## src/hw/rtl/sclt_pkg.sv

```systemverilog
// Shared types, character constants and the control program of the line tokenizer.
// Depends on nothing; imported by serial_command_line_tokenizer_unit.
package sclt_pkg;

	localparam int CHAR_W  = 8;
	localparam int ARG_W   = 16;
	localparam int COUNT_W = 7;
	localparam int KIND_W  = 2;
	localparam int PC_W    = 3;

	localparam logic [CHAR_W-1:0] END_CHAR_RESET = 8'h3B; // ';'
	localparam logic [CHAR_W-1:0] CH_SPACE  = 8'h20;
	localparam logic [CHAR_W-1:0] CH_COMMA  = 8'h2C;
	localparam logic [CHAR_W-1:0] CH_LPAREN = 8'h28;
	localparam logic [CHAR_W-1:0] CH_RPAREN = 8'h29;
	localparam logic [CHAR_W-1:0] CH_SEMI   = 8'h3B;
	localparam logic [CHAR_W-1:0] CH_PLUS   = 8'h2B;
	localparam logic [CHAR_W-1:0] CH_MINUS  = 8'h2D;
	localparam logic [CHAR_W-1:0] CH_ZERO   = 8'h30;
	localparam logic [CHAR_W-1:0] CH_NINE   = 8'h39;
	localparam logic [CHAR_W-1:0] CH_TAB    = 8'h09;
	localparam logic [CHAR_W-1:0] CH_CR     = 8'h0D;
	localparam logic [CHAR_W-1:0] CH_NUL    = 8'h00;

	localparam logic [KIND_W-1:0] KIND_NAME  = 2'd0;
	localparam logic [KIND_W-1:0] KIND_ARG   = 2'd1;
	localparam logic [KIND_W-1:0] KIND_COUNT = 2'd2;

	// Register index of end_char on the configuration port.
	localparam logic REG_END_CHAR = 1'b0;

	typedef enum logic [1:0] {
		PH_LEAD,
		PH_DIGITS,
		PH_DONE
	} atoi_phase_t;

	typedef enum logic [2:0] {
		COND_ALWAYS,
		COND_NOT_GO,
		COND_AT_LEN,
		COND_ZERO,
		COND_IS_SEP
	} cond_t;

	typedef struct packed {
		cond_t           cond;
		logic [PC_W-1:0] target;
		logic            act_idle;
		logic            act_read;
		logic            act_char;
		logic            act_close;
		logic            act_adv;
		logic            act_count;
	} ucode_t;

	// Program steps.
	localparam logic [PC_W-1:0] ST_IDLE  = 3'd0;
	localparam logic [PC_W-1:0] ST_FETCH = 3'd1;
	localparam logic [PC_W-1:0] ST_EXAM  = 3'd2;
	localparam logic [PC_W-1:0] ST_CLASS = 3'd3;
	localparam logic [PC_W-1:0] ST_CHAR  = 3'd4;
	localparam logic [PC_W-1:0] ST_SEP   = 3'd5;
	localparam logic [PC_W-1:0] ST_LEND  = 3'd6;
	localparam logic [PC_W-1:0] ST_FIN   = 3'd7;

	// Control store: jump to target when the condition holds, else fall through.
	function automatic ucode_t ucode_rom(input logic [PC_W-1:0] pc);
		ucode_t w;
		w = '{cond: COND_ALWAYS, target: ST_IDLE, default: 1'b0};
		unique case (pc)
			ST_IDLE: begin
				w.cond = COND_NOT_GO; w.target = ST_IDLE; w.act_idle = 1'b1;
			end
			ST_FETCH: begin
				w.cond = COND_AT_LEN; w.target = ST_LEND; w.act_read = 1'b1;
			end
			ST_EXAM: begin
				w.cond = COND_ZERO; w.target = ST_LEND;
			end
			ST_CLASS: begin
				w.cond = COND_IS_SEP; w.target = ST_SEP;
			end
			ST_CHAR: begin
				w.cond = COND_ALWAYS; w.target = ST_FETCH;
				w.act_char = 1'b1; w.act_adv = 1'b1;
			end
			ST_SEP: begin
				w.cond = COND_ALWAYS; w.target = ST_FETCH;
				w.act_close = 1'b1; w.act_adv = 1'b1;
			end
			ST_LEND: begin
				w.cond = COND_ALWAYS; w.target = ST_FIN; w.act_close = 1'b1;
			end
			ST_FIN: begin
				w.cond = COND_ALWAYS; w.target = ST_IDLE; w.act_count = 1'b1;
			end
			default: w = '{cond: COND_ALWAYS, target: ST_IDLE, default: 1'b0};
		endcase
		return w;
	endfunction

	function automatic logic is_sep(input logic [CHAR_W-1:0] c);
		return (c == CH_SPACE) || (c == CH_COMMA) || (c == CH_LPAREN) ||
			(c == CH_RPAREN) || (c == CH_SEMI);
	endfunction

	function automatic logic is_blank(input logic [CHAR_W-1:0] c);
		return (c == CH_SPACE) || ((c >= CH_TAB) && (c <= CH_CR));
	endfunction

	function automatic logic is_digit(input logic [CHAR_W-1:0] c);
		return (c >= CH_ZERO) && (c <= CH_NINE);
	endfunction

endpackage

```

## src/hw/rtl/sclt_ram.sv

```systemverilog
// Generic single-port-write, single-port-read RAM with registered read data.
// Does not import sclt_pkg; no types taken from it.
module sclt_ram #(
	parameter int WIDTH = 8,
	parameter int DEPTH = 32
) (
	input  logic                     clk,
	input  logic                     we,
	input  logic [$clog2(DEPTH)-1:0] waddr,
	input  logic [WIDTH-1:0]         wdata,
	input  logic                     re,
	input  logic [$clog2(DEPTH)-1:0] raddr,
	output logic [WIDTH-1:0]         rdata
);

	logic [WIDTH-1:0] mem_q [DEPTH];

	always_ff @(posedge clk) begin
		if (we) begin
			mem_q[waddr] <= wdata;
		end
		if (re) begin
			rdata <= mem_q[raddr];
		end
	end

endmodule

```

## src/hw/rtl/serial_command_line_tokenizer_unit.sv

```systemverilog
// Serial command line tokenizer: line buffer, microcoded tokenizer and atoi datapath.
// Depends on sclt_pkg (types, control store, character classes) and sclt_ram.
//
// Received bytes are stored one per cycle, back to back, while the block is idle. A byte
// that arrives with the buffer full is dropped and the buffer restarts at position zero.
// The end character (register 0, reset ';') starts a walk of the stored line: the first
// token leaves as name bytes (tuser 0), every later token as one 16-bit atoi value
// (tuser 1), and a closing request (tuser 2, tlast high) carries the argument count, -1
// for an empty line. The walk is driven by an eight-step control program: each stored
// byte passes four steps (fetch with RAM read, test for a zero byte, classify, act), the
// line closes in the LEND and FIN steps, and the walk halts while the output is stalled;
// no byte is accepted during the walk. The line RAM needs no clearing pass after reset.
module serial_command_line_tokenizer_unit
	import sclt_pkg::*;
#(
	parameter int LINE_BYTES = 32
) (
	input  logic        clk,
	input  logic        arst_n,
	// Received characters.
	input  logic        s_axis_tvalid,
	output logic        s_axis_tready,
	input  logic [7:0]  s_axis_tdata,   // [7:0] rx_byte
	// Parsed items.
	output logic        m_axis_tvalid,
	input  logic        m_axis_tready,
	output logic [31:0] m_axis_tdata,   // [7:0] name_byte, [23:8] arg_value,
	                                    // [30:24] arg_count, [31] zero
	output logic [1:0]  m_axis_tuser,   // [1:0] item_kind
	output logic        m_axis_tlast,   // last_item
	// Configuration.
	input  logic        psel,
	input  logic        penable,
	input  logic        pwrite,
	input  logic [2:0]  paddr,
	input  logic [31:0] pwdata,
	output logic [31:0] prdata,
	output logic        pready
);

	localparam int PTR_W  = $clog2(LINE_BYTES + 1);
	localparam int ADDR_W = $clog2(LINE_BYTES);
	localparam logic [PTR_W-1:0] FULL_COUNT = PTR_W'(LINE_BYTES);

	logic [CHAR_W-1:0]  end_char_q;
	logic [PC_W-1:0]    pc_q;
	logic [PTR_W-1:0]   fill_q;
	logic [PTR_W-1:0]   ptr_q;
	logic [COUNT_W-1:0] tok_q;
	logic               in_tok_q;
	logic [ARG_W-1:0]   acc_q;
	logic               neg_q;
	atoi_phase_t        phase_q;

	logic               out_valid_q;
	logic [KIND_W-1:0]  out_kind_q;
	logic [CHAR_W-1:0]  out_name_q;
	logic [ARG_W-1:0]   out_arg_q;
	logic [COUNT_W-1:0] out_count_q;
	logic               out_last_q;

	ucode_t             ucw;
	logic [CHAR_W-1:0]  cur;
	logic               accept;
	logic               full;
	logic               go;
	logic               store;
	logic               emit_req;
	logic               slot_free;
	logic               stall;
	logic               taken;
	logic               run;
	logic [ARG_W-1:0]   acc_mul;
	logic [ARG_W-1:0]   acc_step;
	logic [ARG_W-1:0]   arg_out;

	// ---------------------------------------------------------------- configuration
	assign pready = 1'b1;

	always_comb begin
		prdata = '0;
		if (paddr[2] == REG_END_CHAR) begin
			prdata = {24'd0, end_char_q};
		end
	end

	always_ff @(posedge clk or negedge arst_n) begin
		if (!arst_n) begin
			end_char_q <= END_CHAR_RESET;
		end else if (psel && penable && pwrite && pready && (paddr[2] == REG_END_CHAR)) begin
			end_char_q <= pwdata[7:0];
		end
	end

	// ---------------------------------------------------------------- line store
	sclt_ram #(
		.WIDTH(CHAR_W),
		.DEPTH(LINE_BYTES)
	) u_line_ram (
		.clk  (clk),
		.we   (store),
		.waddr(fill_q[ADDR_W-1:0]),
		.wdata(s_axis_tdata),
		.re   (ucw.act_read),
		.raddr(ptr_q[ADDR_W-1:0]),
		.rdata(cur)
	);

	// ---------------------------------------------------------------- sequencer decode
	assign ucw           = ucode_rom(pc_q);
	assign s_axis_tready = ucw.act_idle;
	assign accept        = s_axis_tvalid && s_axis_tready;
	assign full          = (fill_q == FULL_COUNT);
	assign go            = accept && !full && (s_axis_tdata == end_char_q);
	assign store         = accept && !full && (s_axis_tdata != end_char_q);

	assign slot_free = !out_valid_q || m_axis_tready;

	always_comb begin
		emit_req = 1'b0;
		if (ucw.act_char && (tok_q == '0)) begin
			emit_req = 1'b1;
		end
		if (ucw.act_close && in_tok_q && (tok_q != '0)) begin
			emit_req = 1'b1;
		end
		if (ucw.act_count) begin
			emit_req = 1'b1;
		end
	end

	assign stall = emit_req && !slot_free;
	assign run   = !stall;

	always_comb begin
		unique case (ucw.cond)
			COND_ALWAYS: taken = 1'b1;
			COND_NOT_GO: taken = !go;
			COND_AT_LEN: taken = (ptr_q == fill_q);
			COND_ZERO:   taken = (cur == CH_NUL);
			COND_IS_SEP: taken = is_sep(cur);
			default:     taken = 1'b1;
		endcase
	end

	// ---------------------------------------------------------------- atoi datapath
	assign acc_mul  = {acc_q[ARG_W-4:0], 3'd0} + {acc_q[ARG_W-2:0], 1'b0};
	assign acc_step = acc_mul + {12'd0, cur[3:0] - CH_ZERO[3:0]};
	assign arg_out  = neg_q ? (ARG_W'(0) - acc_q) : acc_q;

	always_ff @(posedge clk or negedge arst_n) begin
		if (!arst_n) begin
			pc_q     <= ST_IDLE;
			fill_q   <= '0;
			ptr_q    <= '0;
			tok_q    <= '0;
			in_tok_q <= 1'b0;
			acc_q    <= '0;
			neg_q    <= 1'b0;
			phase_q  <= PH_LEAD;
		end else if (run) begin
			pc_q <= taken ? ucw.target : pc_q + PC_W'(1);

			if (ucw.act_idle) begin
				ptr_q    <= '0;
				tok_q    <= '0;
				in_tok_q <= 1'b0;
				acc_q    <= '0;
				neg_q    <= 1'b0;
				phase_q  <= PH_LEAD;
				if (accept && full) begin
					fill_q <= '0;
				end else if (store) begin
					fill_q <= fill_q + PTR_W'(1);
				end
			end

			if (ucw.act_adv) begin
				ptr_q <= ptr_q + PTR_W'(1);
			end

			if (ucw.act_char) begin
				in_tok_q <= 1'b1;
				if (tok_q != '0) begin
					unique case (phase_q)
						PH_LEAD: begin
							if (is_blank(cur)) begin
								phase_q <= PH_LEAD;
							end else if ((cur == CH_PLUS) || (cur == CH_MINUS)) begin
								neg_q   <= (cur == CH_MINUS);
								phase_q <= PH_DIGITS;
							end else if (is_digit(cur)) begin
								acc_q   <= acc_step;
								phase_q <= PH_DIGITS;
							end else begin
								phase_q <= PH_DONE;
							end
						end
						PH_DIGITS: begin
							if (is_digit(cur)) begin
								acc_q <= acc_step;
							end else begin
								phase_q <= PH_DONE;
							end
						end
						PH_DONE: phase_q <= PH_DONE;
						default: phase_q <= PH_DONE;
					endcase
				end
			end

			// Close an open token: count it and reset the converter.
			if (ucw.act_close && in_tok_q) begin
				tok_q    <= tok_q + COUNT_W'(1);
				in_tok_q <= 1'b0;
				acc_q    <= '0;
				neg_q    <= 1'b0;
				phase_q  <= PH_LEAD;
			end

			if (ucw.act_count) begin
				fill_q <= '0;
			end
		end
	end

	// ---------------------------------------------------------------- output register
	always_ff @(posedge clk or negedge arst_n) begin
		if (!arst_n) begin
			out_valid_q <= 1'b0;
		end else if (emit_req && slot_free) begin
			out_valid_q <= 1'b1;
		end else if (m_axis_tready) begin
			out_valid_q <= 1'b0;
		end
	end

	always_ff @(posedge clk) begin
		if (emit_req && slot_free) begin
			out_kind_q  <= KIND_NAME;
			out_name_q  <= '0;
			out_arg_q   <= '0;
			out_count_q <= '0;
			out_last_q  <= 1'b0;
			if (ucw.act_char) begin
				out_name_q <= cur;
			end else if (ucw.act_close) begin
				out_kind_q <= KIND_ARG;
				out_arg_q  <= arg_out;
			end else begin
				out_kind_q  <= KIND_COUNT;
				out_count_q <= tok_q - COUNT_W'(1);
				out_last_q  <= 1'b1;
			end
		end
	end

	assign m_axis_tvalid = out_valid_q;
	assign m_axis_tdata  = {1'b0, out_count_q, out_arg_q, out_name_q};
	assign m_axis_tuser  = out_kind_q;
	assign m_axis_tlast  = out_last_q;

endmodule
```

## config.mk

```make
export PLATFORM = sky130hd
export DESIGN_NAME = serial_command_line_tokenizer_unit
export DESIGN_NICKNAME = d
export VERILOG_FILES = /design/src/hw/rtl/sclt_pkg.sv /design/src/hw/rtl/sclt_ram.sv /design/src/hw/rtl/serial_command_line_tokenizer_unit.sv
export SDC_FILE = /design/constraint.sdc
export NUM_CORES = 1
export LEC_CHECK = 0
export ABC_CLOCK_PERIOD_IN_PS = 4000
export BUFFER_PORTS_ARGS = -buffer_cell sky130_fd_sc_hd__buf_2
export CORE_MARGIN = 2
export CORE_UTILIZATION = 60
export DETAILED_ROUTE_END_ITERATION = 16
export HOLD_SLACK_MARGIN = 0.02
export PLACE_DENSITY_LB_ADDON = 0.15
export SLEW_MARGIN = 15
export SYNTH_ARGS = -nofsm -noshare
export SYNTH_HDL_FRONTEND = slang
export SYNTH_SLANG_ARGS = --single-unit
export TNS_END_PERCENT = 1
```

## constraint.sdc

```tcl
create_clock -name clk -period 4 [get_ports clk]
set_input_delay 0.4 -clock clk [delete_from_list [all_inputs] [get_ports clk]]
set_output_delay 0.4 -clock clk [all_outputs]
set_load 0.05 [all_outputs]
```

==> Word level (Yosys, flattened, before mapping) <==
Memories as Yosys holds them, arrays and structs flattened. A register that Yosys moved wholly into a read port is not among the register bits.
Index checks and enable logic that the tools add are counted.
{ "word_totals": {"out_inout_bits": 70, "ff_bits": 85, "memories": 1, "ramBits": 256, "inputBits": 50, "elab_cells": 154} }
{ "op_classes": {"n_addsub": 8, "eq_ne": 23, "n_mux": 55, "n_bitwise": 3, "reduce_logical": 45, "n_lt_le_gt_ge": 4} }
{ "memory_table": {"columns": ["name", "words", "word_bits", "rd", "rd_ports_with_merged_regs", "wr", "line", "source"], "rows": [
  ["u_line_ram.mem_q", 32, 8, 1, 1, 1, "sclt_ram.sv:16", "logic [WIDTH-1:0] mem_q [DEPTH];"]
]} }
{ "ops": {"columns": ["op", "n"], "rows": [
  ["$mux 16", 8],
  ["$eq 8x6->1 const B", 7],
  ["$pmux 6 s7", 1],
  ["$mux 6", 6],
  ["$pmux 16 s2", 1],
  ["$mux 1", 24],
  ["$mux 2", 9],
  ["$add 16x16->16", 1],
  ["$add 16x4->16", 1],
  ["$sub 1x16->16 const A", 1],
  ["$eq 3x3->1 const B", 5],
  ["$logic_and 1x1->1", 15],
  ["$mux 7", 2],
  ["$add 6x1->6 const B", 2],
  ["$eq 3x2->1 const B", 4],
  ["$eq 8x8->1", 1],
  ["$ge 8x4->1 const B", 1],
  ["$ge 8x6->1 const B", 1],
  ["$le 8x4->1 const B", 1],
  ["$le 8x6->1 const B", 1],
  ["$logic_not 8->1", 1],
  ["$mux 8", 1],
  ["$ne 8x8->1", 1],
  ["$reduce_bool 2->1", 4],
  ["other kinds (21)", 39]
]} }

==> Logic depth before layout (Yosys ltp) <==
Gate-level depths: netlist of run 1.
{ "depth": {"ltp_word": 10, "ltp_mapped": 11, "mapped_depth_nobuf": 10} }

==> By module <==
From an unflattened synthesis of run 1, not the netlist that was laid out.
{ "unflattened": {"hier_cells": 993, "area_unflattened_um2": 15823.9} }
{ "by_module_without_submodules": {"columns": ["mod", "seq_area_each_um2", "n_inst", "area_each_um2", "cells_per_inst"], "rows": [
  ["sclt_ram", 7927.6, 1, 10133.5, 417],
  ["serial_command_line_tokenizer_unit", 2273.4, 1, 5690.5, 576]
]} }

==> Worst setup path before layout of run 1 <==
OpenSTA, ideal clock, no wires.
{ "synth_timing": {"path_kind": "register -> register", "startpoint": "register pc_q[1]", "endpoint": "register out_kind_q[0], in the netlist m_axis_tuser[0] (enable)", "path_stages_with_launch": 8, "arrival_ns": 2.844, "setup_slack_ns": 0.733, "setup_time_ns": 0.423, "path_buffers": 1, "t_required_ns": 3.577, "period_less_slack_ns": 3.267, "cell_sequence": "dfrtp_1 inv_1 ha_1 clkbuf_1 o211ai_1 a21oi_1 nor2_1 nor2_1"} }
{ "synth_between": {"elab_chain_len": 8, "elab_cells_between_ends": 15, "cone_classes": "eq/ne: 4; mux: 6; reduce/logical: 5"} }
{ "synth_lines": {"columns": ["item", "line", "source"], "rows": [
  ["start, declared", "serial_command_line_tokenizer_unit.sv:46", "logic [PC_W-1:0] pc_q;"],
  ["start signal, assigned", "serial_command_line_tokenizer_unit.sv:162", "pc_q <= taken ? ucw.target : pc_q + PC_W'(1);"],
  ["$eq 3x3->1", "sclt_pkg.sv:71", "unique case (pc)"],
  ["$reduce_or 2->1 (no line)", null, null],
  ["$mux 1", "sclt_pkg.sv:71", null],
  ["$logic_and 1x1->1 (2 in a row)", "serial_command_line_tokenizer_unit.sv:124", "if (ucw.act_close && in_tok_q && (tok_q != '0)) begin"],
  ["$mux 1", "serial_command_line_tokenizer_unit.sv:124", null],
  ["$mux 1 (*)", "serial_command_line_tokenizer_unit.sv:127", "if (ucw.act_count) begin"],
  ["$logic_and 1x1->1 (*)", "serial_command_line_tokenizer_unit.sv:239", "if (emit_req && slot_free) begin"],
  ["end signal, assigned", "serial_command_line_tokenizer_unit.sv:240", "out_kind_q <= KIND_NAME;"],
  ["end signal, assigned", "serial_command_line_tokenizer_unit.sv:248", "out_kind_q <= KIND_ARG;"],
  ["end signal, assigned", "serial_command_line_tokenizer_unit.sv:251", "out_kind_q <= KIND_COUNT;"],
  ["end, declared", "serial_command_line_tokenizer_unit.sv:56", "logic [KIND_W-1:0] out_kind_q;"]
]} }
Mark *: on every way between the ends. The rest lies on a longest branch, timed or not.
A chain may end at the register's enable or synchronous reset.

==> Worst setup path after layout of run 1 <==
{ "layout_timing": {"startpoint": "register pc_q[0]", "endpoint": "memory u_line_ram.mem_q[10][7] (enable)"} }
{ "layout_between": {"elab_chain_len": 7} }
{ "layout_lines": {"columns": ["item", "line", "source"], "rows": [
  ["$logic_not 3->1", "sclt_pkg.sv:71", null],
  ["$mux 1", "sclt_pkg.sv:71", null],
  ["$logic_and 1x1->1", "serial_command_line_tokenizer_unit.sv:112", "assign accept = s_axis_tvalid && s_axis_tready;"],
  ["$logic_and 1x1->1 (2 in a row)", "serial_command_line_tokenizer_unit.sv:115", "assign store = accept && !full && (s_axis_tdata != end_char_q);"],
  ["$mux 1", "sclt_ram.sv:19", "if (we) begin"],
  ["$mux 1 (not written as such)", "sclt_ram.sv:20", "mem_q[waddr] <= wdata;"],
  ["end, declared", "sclt_ram.sv:16", null]
]} }
Every way passes these cells.

==> flow_summary.ini, run 1 <==
[floorplan]
start_util_pct = 61.0
die_w_um = 166
die-area_um2 = 27700
fp-row-count = 59
io_pins = 120
fp.dieH_um = 166
coreArea_um2 = 26000

[placement]
gp_routability_congestion = 0.879
hpwl_um = 20300
io_buffers = 67
dp.cells = 1384
pre_cts_ws_ns = 0.726
place_area_um2 = 16500

[logic_synthesis]
synth_area_per_cell_um2 = 15.6
post-synth-top-area-cell = edfxtp_1
synth_cell_type_count = 67
synth-seq-cells = 348
synth_enable_flop_cells = 297
synth_flop_cell = edfxtp_1
yosysWarnings = 0
synth_top_area_share_pct = 56.3
async_flop_share_pct = 14.7
syn_area_um2 = 15800
syn_inst = 1013
synth-seq-area-share_pct = 64.4
synth_area_leaders = edfxtp_1 (56%), mux4_2 (11%), dfrtp_1 (7.3%)

[layout]
fillers = 1776
final_design_area_no_fill_um2 = 17600
stdcell_count = 1448
layout_commonest_cell = edfxtp_1
insertedDiodeCount = 0
area_delta_synth_final_pct = 11.0
drive_above_1_share_pct = 23.0
final_cell_mix = edfxtp_1 (297), nor2_1 (98), mux4_2 (80)
utilization_pct = 67.7
nets = 1181

[min_path]
hp-class = in -> async

[routing]
drcViolationCount = 0
routedWlPerCell_um = 21.0
ant_nets = 0
via_per_inst = 5.97
drt_wl_total_um = 30500
vias = 8648
drt-pass1-iter-count = 5
detailedRoute.firstIterationViolations = 717

[timing]
rsz0062_at_grt = false
setup_viol = 0
period_share_pct = 82.2
finClkSkew_ns = 0.0247
fmax_mhz = 304
fin_ws_ns = 0.714
slew_headroom_pct = 41.7
period_minus_slack_ns = 3.29
worst_pin_slew_ns = 0.872
finalSetupTns_ns = 0
drv_slew = 0
final-hold-violation-count = 0

[grt]
grt_first_pass_wirelength_um = 48800
grt_pass1_vias = 8710
grt_max_degree = 69
antenna_found_initial = 0
grtUsageTotal_pct = 22.5
grt.overflow.total = 0

[critical_path]
cp_cell_sequence = inv_1, ha_1, and3b_1, o21ai_0, o21ba_2, nand2_1, nor2_1
crit_fanout = 19
arrival_ns = 3.43
path_delay_family = simple AND/OR/NAND/NOR gates
end_kind = register
cp_slowest_cell = nor2_1
crit_buf_inv = 1
required_ns = 4.15
crit_path_max_incr_delay_ns = 0.70
worstSetupStartpointType = register
criticalPathCategory = reg -> reg

[power]
clockPowerShare_pct = 27.5
ir_drop_mv = 0.694
p_seq_share_pct = 40.8
leakage_nw = 6.28
switchingPower_mw = 3.89
p_int_mw = 7.63
combPwrFrac_pct = 31.7
netSwitchingFraction_pct = 33.8
p_per_area_nw_per_um2 = 655

[clocking]
postCtsSetupBuffers = 0
cts_hold_buffers = 0
htreeDepth = 2
numCtsBuffers = 36
clock-sinks = 348
clk_pin_slew_worst_paths_ns = 0.06
cts-root-buf = clkbuf_16
cts_tree = built
clkLatencyLatePin_ns = 0.52
cts_buffer_depth = 3
ctsResizeCount = 0

[outcome]
status = complete, no violations

[job]
cap_violations = 0
## path summary, 6_finish.rpt
kind | from | to | slack (ns) | cells after the start
worst min register to register | in_tok_q$_DFFE_PN0P_ | in_tok_q$_DFFE_PN0P_ | 0.54 | 1
max in group asynchronous | arst_n | ptr_q[0]$_DFFE_PN0P_ | 3.47 | 2
min in group clk | pwdata[2] | end_char_q[2]$_DFFE_PN0P_ | 0.13 | 2
worst min-delay path | arst_n | fill_q[1]$_DFFE_PN0P_ | 0.02 | 2
worst max-delay path | pc_q[0]$_DFFE_PN0N_ | u_line_ram.mem_q[10][7]$_DFFE_PP_ | 0.71 | 7
worst max register to register | pc_q[0]$_DFFE_PN0N_ | u_line_ram.mem_q[10][7]$_DFFE_PP_ | 0.71 | 7
## synthesized netlist by cell type (9+ instances only)
cell type / count
edfxtp_1: 297
nor2_1: 99
mux4_2: 80
dfrtp_1: 46
ha_1: 42
nand2_1: 38
clkbuf_1: 36
o21ai_0: 33
buf_4: 29
xor2_1: 28
xnor2_1: 27
a21oi_1: 23
inv_1: 22
a22o_1: 17
mux2_2: 16
nand3_1: 15
nor2b_1: 13
and3_1: 11
nor3_1: 10
buf_2: 9
## area by class of cell
cell class                      instances  area [um2]  share of cell area, %
Multi-Input combinational cell        592        5250                   29.8
Timing Repair Buffer                   86         503                   2.86
Clock buffer                           46         960                   5.46
Tap cell                              335         419                   2.38
Clock inverter                         18         168                  0.953
Sequential cell                       348       10200                   58.0
Inverter                               23        86.3                  0.491
## logic make-up after synthesis
| group | count (synthesis) | synth area share [%] |
|---|---|---|
| mux | 98 | 12.6 |
| buf+inv | 97 | 3.06 |
| other cells | 2 | 0.0474 |
| simple gates | 242 | 7.61 |
| compound gates | 126 | 5.58 |
| fa+ha+maj | 45 | 3.63 |
| flops | 348 | 64.4 |
| xor+xnor | 55 | 3.04 |
## registers in the layout (all words and copies together) (netlist names)
| signal | cells |
|---|---|
| u_line_ram.mem_q | 256 |
| acc_q | 16 |
| out_arg_q | 16 |
| end_char_q | 8 |
| out_name_q | 8 |
| u_line_ram.rdata | 8 |
| out_count_q | 7 |
| tok_q | 7 |
| fill_q | 6 |
| ptr_q | 6 |
| pc_q | 3 |
| m_axis_tuser | 2 |
| phase_q | 2 |
| in_tok_q | 1 |
| m_axis_tvalid | 1 |
| neg_q | 1 |
## metal layers
layer / vias up / GRT usage [%] / share of wire, %
met4: 0 / 7.20 / 2.8
met1: 4265 / 31.7 / 42
met5: - / 0 / 0
met3: 61 / 3.14 / 5.7
li1: 4013 / - / -
met2: 309 / 36.9 / 49
## per-stage QoR
stage	hold WS, ns	power [mW]
after global routing	0.0669	12.1
after global placement	0.512	8.37
final	0.0151	11.5
after detailed placement	0.520	8.42
after CTS	0.0228	11.6
after floorplan	0.104	7.51
## power groups by stage
stage	clock [mW]	sequential [mW]	combinational, mW
final	3.17	4.69	3.65
after global placement	0	4.76	3.61
after CTS	3.22	4.70	3.68
after global routing	3.37	4.74	3.94
after floorplan	0	5.09	2.42
after detailed placement	0	4.77	3.65
(Power assumes the default switching activity.)
==> run 2, diff against run 1 <==
ABC_CLOCK_PERIOD_IN_PS = 2800   (was 4000)
CORE_UTILIZATION = 54   (was 60)
clock period = 2.8 ns   (was 4 ns; I/O delays follow)
==> flow_summary.ini, run 2 (same netlist as run 1, synthesis figures left out) <==
[outcome]
status = complete, no violations

[grt]
grt.overflow.total = 0
antenna_found_initial = 0
grtUsageTotal_pct = 22.2
grt_first_pass_wirelength_um = 52400
grt_pass1_vias = 9018
grt_max_degree = 47

[timing]
period_minus_slack_ns = 2.60
fmax_mhz = 385
worst_pin_slew_ns = 0.810
finalSetupTns_ns = 0
period_share_pct = 92.8
final-hold-violation-count = 0
rsz0062_at_grt = false
drv_slew = 0
setup_viol = 0
fin_ws_ns = 0.200
slew_headroom_pct = 45.8
finClkSkew_ns = 0.0209

[floorplan]
coreArea_um2 = 28800
fp.dieH_um = 175
fp-row-count = 62
start_util_pct = 55.0
io_pins = 120
die_w_um = 175
die-area_um2 = 30700

[clocking]
cts-root-buf = clkbuf_16
clkLatencyLatePin_ns = 0.53
htreeDepth = 2
clk_pin_slew_worst_paths_ns = 0.06
clock-sinks = 348
numCtsBuffers = 37
cts_tree = built
cts_buffer_depth = 3

[layout]
insertedDiodeCount = 0
final_cell_mix = edfxtp_1 (297), nor2_1 (98), mux4_2 (80)
reg_top3 = u_line_ram.mem_q (256), acc_q (16), out_arg_q (16)
layout_commonest_cell = edfxtp_1
top_register = u_line_ram.mem_q
largest_reg_flops = 256
drive_above_1_share_pct = 26.2
nets = 1232
area_delta_synth_final_pct = 14.8

[routing]
ant_nets = 0
drt-pass1-iter-count = 5
detailedRoute.firstIterationViolations = 826
drt_wl_total_um = 32900
drcViolationCount = 0
vias = 9047
routedWlPerCell_um = 21.2
via_per_inst = 5.84

[placement]
pre_cts_ws_ns = 0.0741
hpwl_um = 22100
io_buffers = 67
gp_routability_congestion = 0.900

[critical_path]
criticalPathCategory = reg -> reg
required_ns = 3.21
arrival_ns = 3.01
end_kind = register
worstSetupStartpointType = register
ff2ff_setup_slack_ns = 0.20
crit_fanout = 3

[power]
leakage_nw = 6.60
ir_drop_mv = 0.650
p_per_area_nw_per_um2 = 933
power_mw = 17.0

[job]
cap_violations = 0

[min_path]
hp-class = in -> reg
[run 2: worst paths after layout]
path	startpoint	end	cells after the start
setup / recovery	acc_q[0]$_DFFE_PN0N_	acc_q[12]$_DFFE_PN0N_	10
hold / removal	s_axis_tdata[0]	u_line_ram.mem_q[4][0]$_DFFE_PP_	1
setup reg to reg	acc_q[0]$_DFFE_PN0N_	acc_q[12]$_DFFE_PN0N_	10
hold reg to reg	in_tok_q$_DFFE_PN0P_	in_tok_q$_DFFE_PN0P_	1
max in group asynchronous	arst_n	end_char_q[1]$_DFFE_PN1P_	3
min in group asynchronous	arst_n	acc_q[10]$_DFFE_PN0N_	2
[run 2: repair_timing]
action                                  CTS  global route
hold endpoints to repair                 54             0
hold buffers                              9             0
endpoints found under the setup margin    0             4
gates resized for setup                   0             6
setup buffers                             0             0
[run 2: power by group]
part           total, mW  internal, mW  switching [mW]
combinational       5.84          2.34            3.51
sequential          6.48          6.23           0.253
clock               4.65          2.68            1.96
total               17.0          11.3            5.72
[run 2: critical path, stage by stage (launching register included)]
cell and delay (ns):
dfrtp_1 0.34, inv_1 0.08, fa_1 0.53, inv_1 0.07, fa_1 0.46, a211oi_2 0.27
o21ai_1 0.16, nand3_1 0.13, o221ai_1 0.12, xor2_1 0.16, a22o_1 0.18
[run 2: cell type report]
class                      count  area, um2
clock buffer                  46        981
clock inverter                20        166
fill                        2127      10600
inverter                      23       86.3
multi-input combinational    592       5270
sequential                   348      10200
tap                          384        480
timing repair buffer         136       1000
[run 2: metrics by stage]
step / utilization, % / hold slack (ns) / area [um2] / std cells
3_3_place_gp: 58.8 / 0.157 / 16900 / 1474
6_report: 63.2 / 0.0868 / 18200 / 1549
2_1_floorplan: - / -0.0156 / 15900 / 1037
3_5_place_dp: 58.8 / 0.159 / 16900 / 1474
5_1_grt: 63.2 / 0.0899 / 18200 / 1549
4_1_cts: 63.1 / 0.0716 / 18200 / 1549
[run 2: metal layers]
layer	track usage (%)	wire [um]
met2	36.3	16000
met4	5.83	706
met1	32.0	14300
met5	0	0
met3	2.94	1880
==> run 3, diff against run 2 <==
CAP_MARGIN = 20   (was default)
CELL_PAD_IN_SITES_DETAIL_PLACEMENT = 0   (was default)
CELL_PAD_IN_SITES_GLOBAL_PLACEMENT = 1   (was default)
CORE_UTILIZATION = 46   (was 54)
GPL_ROUTABILITY_DRIVEN = 0   (was default)
==> flow_summary.ini, run 3 (same netlist as run 1, synthesis figures left out) <==
[timing]
setup_viol = 0
period_share_pct = 92.8
drv_slew = 0
finalSetupTns_ns = 0
fin_ws_ns = 0.202
worst_pin_slew_ns = 0.905
rsz0062_at_grt = false
finClkSkew_ns = 0.0278
fmax_mhz = 385
period_minus_slack_ns = 2.60
slew_headroom_pct = 39.7
final-hold-violation-count = 0

[floorplan]
die_w_um = 190
start_util_pct = 47.0
fp.dieH_um = 190
io_pins = 120
fp-row-count = 67
die-area_um2 = 35900
coreArea_um2 = 33700

[critical_path]
cp_slowest_cell = fa_1
worstSetupStartpointType = register
path_delay_family = adder cells
crit_path_max_incr_delay_ns = 0.54
crit_buf_inv = 2
arrival_ns = 3.05
criticalPathCategory = reg -> reg
cp_common_cell = inv_1
crit_fanout = 4
cp_cell_sequence = inv_1, fa_1, inv_1, ha_1, a211oi_2, o21bai_2, o21ai_1, a21oi_1, or3b_1, o211ai_1
required_ns = 3.26
end_kind = register

[clocking]
clock-sinks = 348
clkLatencyLatePin_ns = 0.55
cts_tree = built
numCtsBuffers = 38
cts_buffer_depth = 3
cts-root-buf = clkbuf_16
htreeDepth = 2
clk_pin_slew_worst_paths_ns = 0.06

[layout]
reg_top3 = u_line_ram.mem_q (256), acc_q (16), out_arg_q (16)
area_delta_synth_final_pct = 17.6
drive_above_1_share_pct = 28.5
stdcell_count = 1652
largest_reg_flops = 256
insertedDiodeCount = 0
layout_commonest_cell = edfxtp_1
fillers = 2734
nets = 1268
top_register = u_line_ram.mem_q
final_cell_mix = edfxtp_1 (297), nor2_1 (98), buf_4 (83)

[grt]
grt.overflow.total = 0
grtUsageTotal_pct = 19.7
grt_pass1_vias = 8955
grt_first_pass_wirelength_um = 53400
grt_max_degree = 34
antenna_found_initial = 0

[min_path]
hp-class = in -> reg

[job]
cap_violations = 0

[routing]
drcViolationCount = 0
ant_nets = 0
vias = 8953
drt_wl_total_um = 34300
via_per_inst = 5.42
detailedRoute.firstIterationViolations = 565
routedWlPerCell_um = 20.7
drt-pass1-iter-count = 5

[power]
ir_drop_mv = 0.590
p_per_area_nw_per_um2 = 928
leakage_nw = 6.80

[placement]
pre_cts_ws_ns = 0.0868
hpwl_um = 23100
io_buffers = 67
dp.cells = 1569

[outcome]
status = complete, no violations
run 3: stage by stage:
stage / total power, mW / area, um2 / hold slack [ns] / utilization, %
floorplan: 10.7 / 15900 / -0.0156 / -
global placement: 12.5 / 17200 / 0.471 / 51.1
detailed placement: 12.5 / 17200 / 0.470 / 51.1
CTS: 17.5 / 18600 / 0.329 / 55.2
global route: 18.2 / 18600 / 0.334 / 55.3
finish: 17.3 / 18600 / 0.327 / 55.3
run 3: area by class of cell:
cell class / instances / area [um2] / area share [%]
Tap cell: 448 / 561 / 3.01
Clock inverter: 24 / 259 / 1.39
Sequential cell: 348 / 10200 / 54.8
Timing Repair Buffer: 171 / 1250 / 6.71
Multi-Input combinational cell: 592 / 5270 / 28.3
Inverter: 23 / 86.3 / 0.464
Clock buffer: 46 / 991 / 5.32
run 3: final timing paths:
check / slack [ns] / from / end / cells after the start
min in group asynchronous: 0.41 / arst_n / acc_q[15]$_DFFE_PN0N_ / 2
hold / removal: 0.33 / s_axis_tdata[3] / u_line_ram.mem_q[2][3]$_DFFE_PP_ / 1
setup / recovery: 0.20 / acc_q[0]$_DFFE_PN0N_ / acc_q[15]$_DFFE_PN0N_ / 10
max in group asynchronous: 1.60 / arst_n / end_char_q[0]$_DFFE_PN1P_ / 3
setup reg to reg: 0.20 / acc_q[0]$_DFFE_PN0N_ / acc_q[15]$_DFFE_PN0N_ / 10
hold reg to reg: 0.55 / in_tok_q$_DFFE_PN0P_ / in_tok_q$_DFFE_PN0P_ / 1
run 3: repair_timing:
| action | CTS | global route |
|---|---|---|
| buffers inserted | 0 | 0 |
| endpoints found under the setup margin | 0 | 11 |
| endpoints found under the hold margin | 39 | 0 |
| hold buffers | 13 | 0 |
| gates resized for setup | 0 | 7 |
run 3: power breakdown:
group / leakage (nW) / internal [mW] / switching [mW] / total [mW]
combinational: 2.85 / 2.34 / 3.41 / 5.75
clock: 0.602 / 2.92 / 2.04 / 4.96
sequential: 3.35 / 6.23 / 0.338 / 6.56
run 3: metal layers:
| metal | wire (um) | up-vias | global-route usage, % |
|---|---|---|---|
| met4 | 628 | 0 | 5.37 |
| met3 | 1590 | 45 | 2.79 |
| met5 | 0 | - | 0 |
| met1 | 15600 | 4492 | 28.2 |
| li1 | - | 4195 | - |
| met2 | 16400 | 221 | 31.8 |
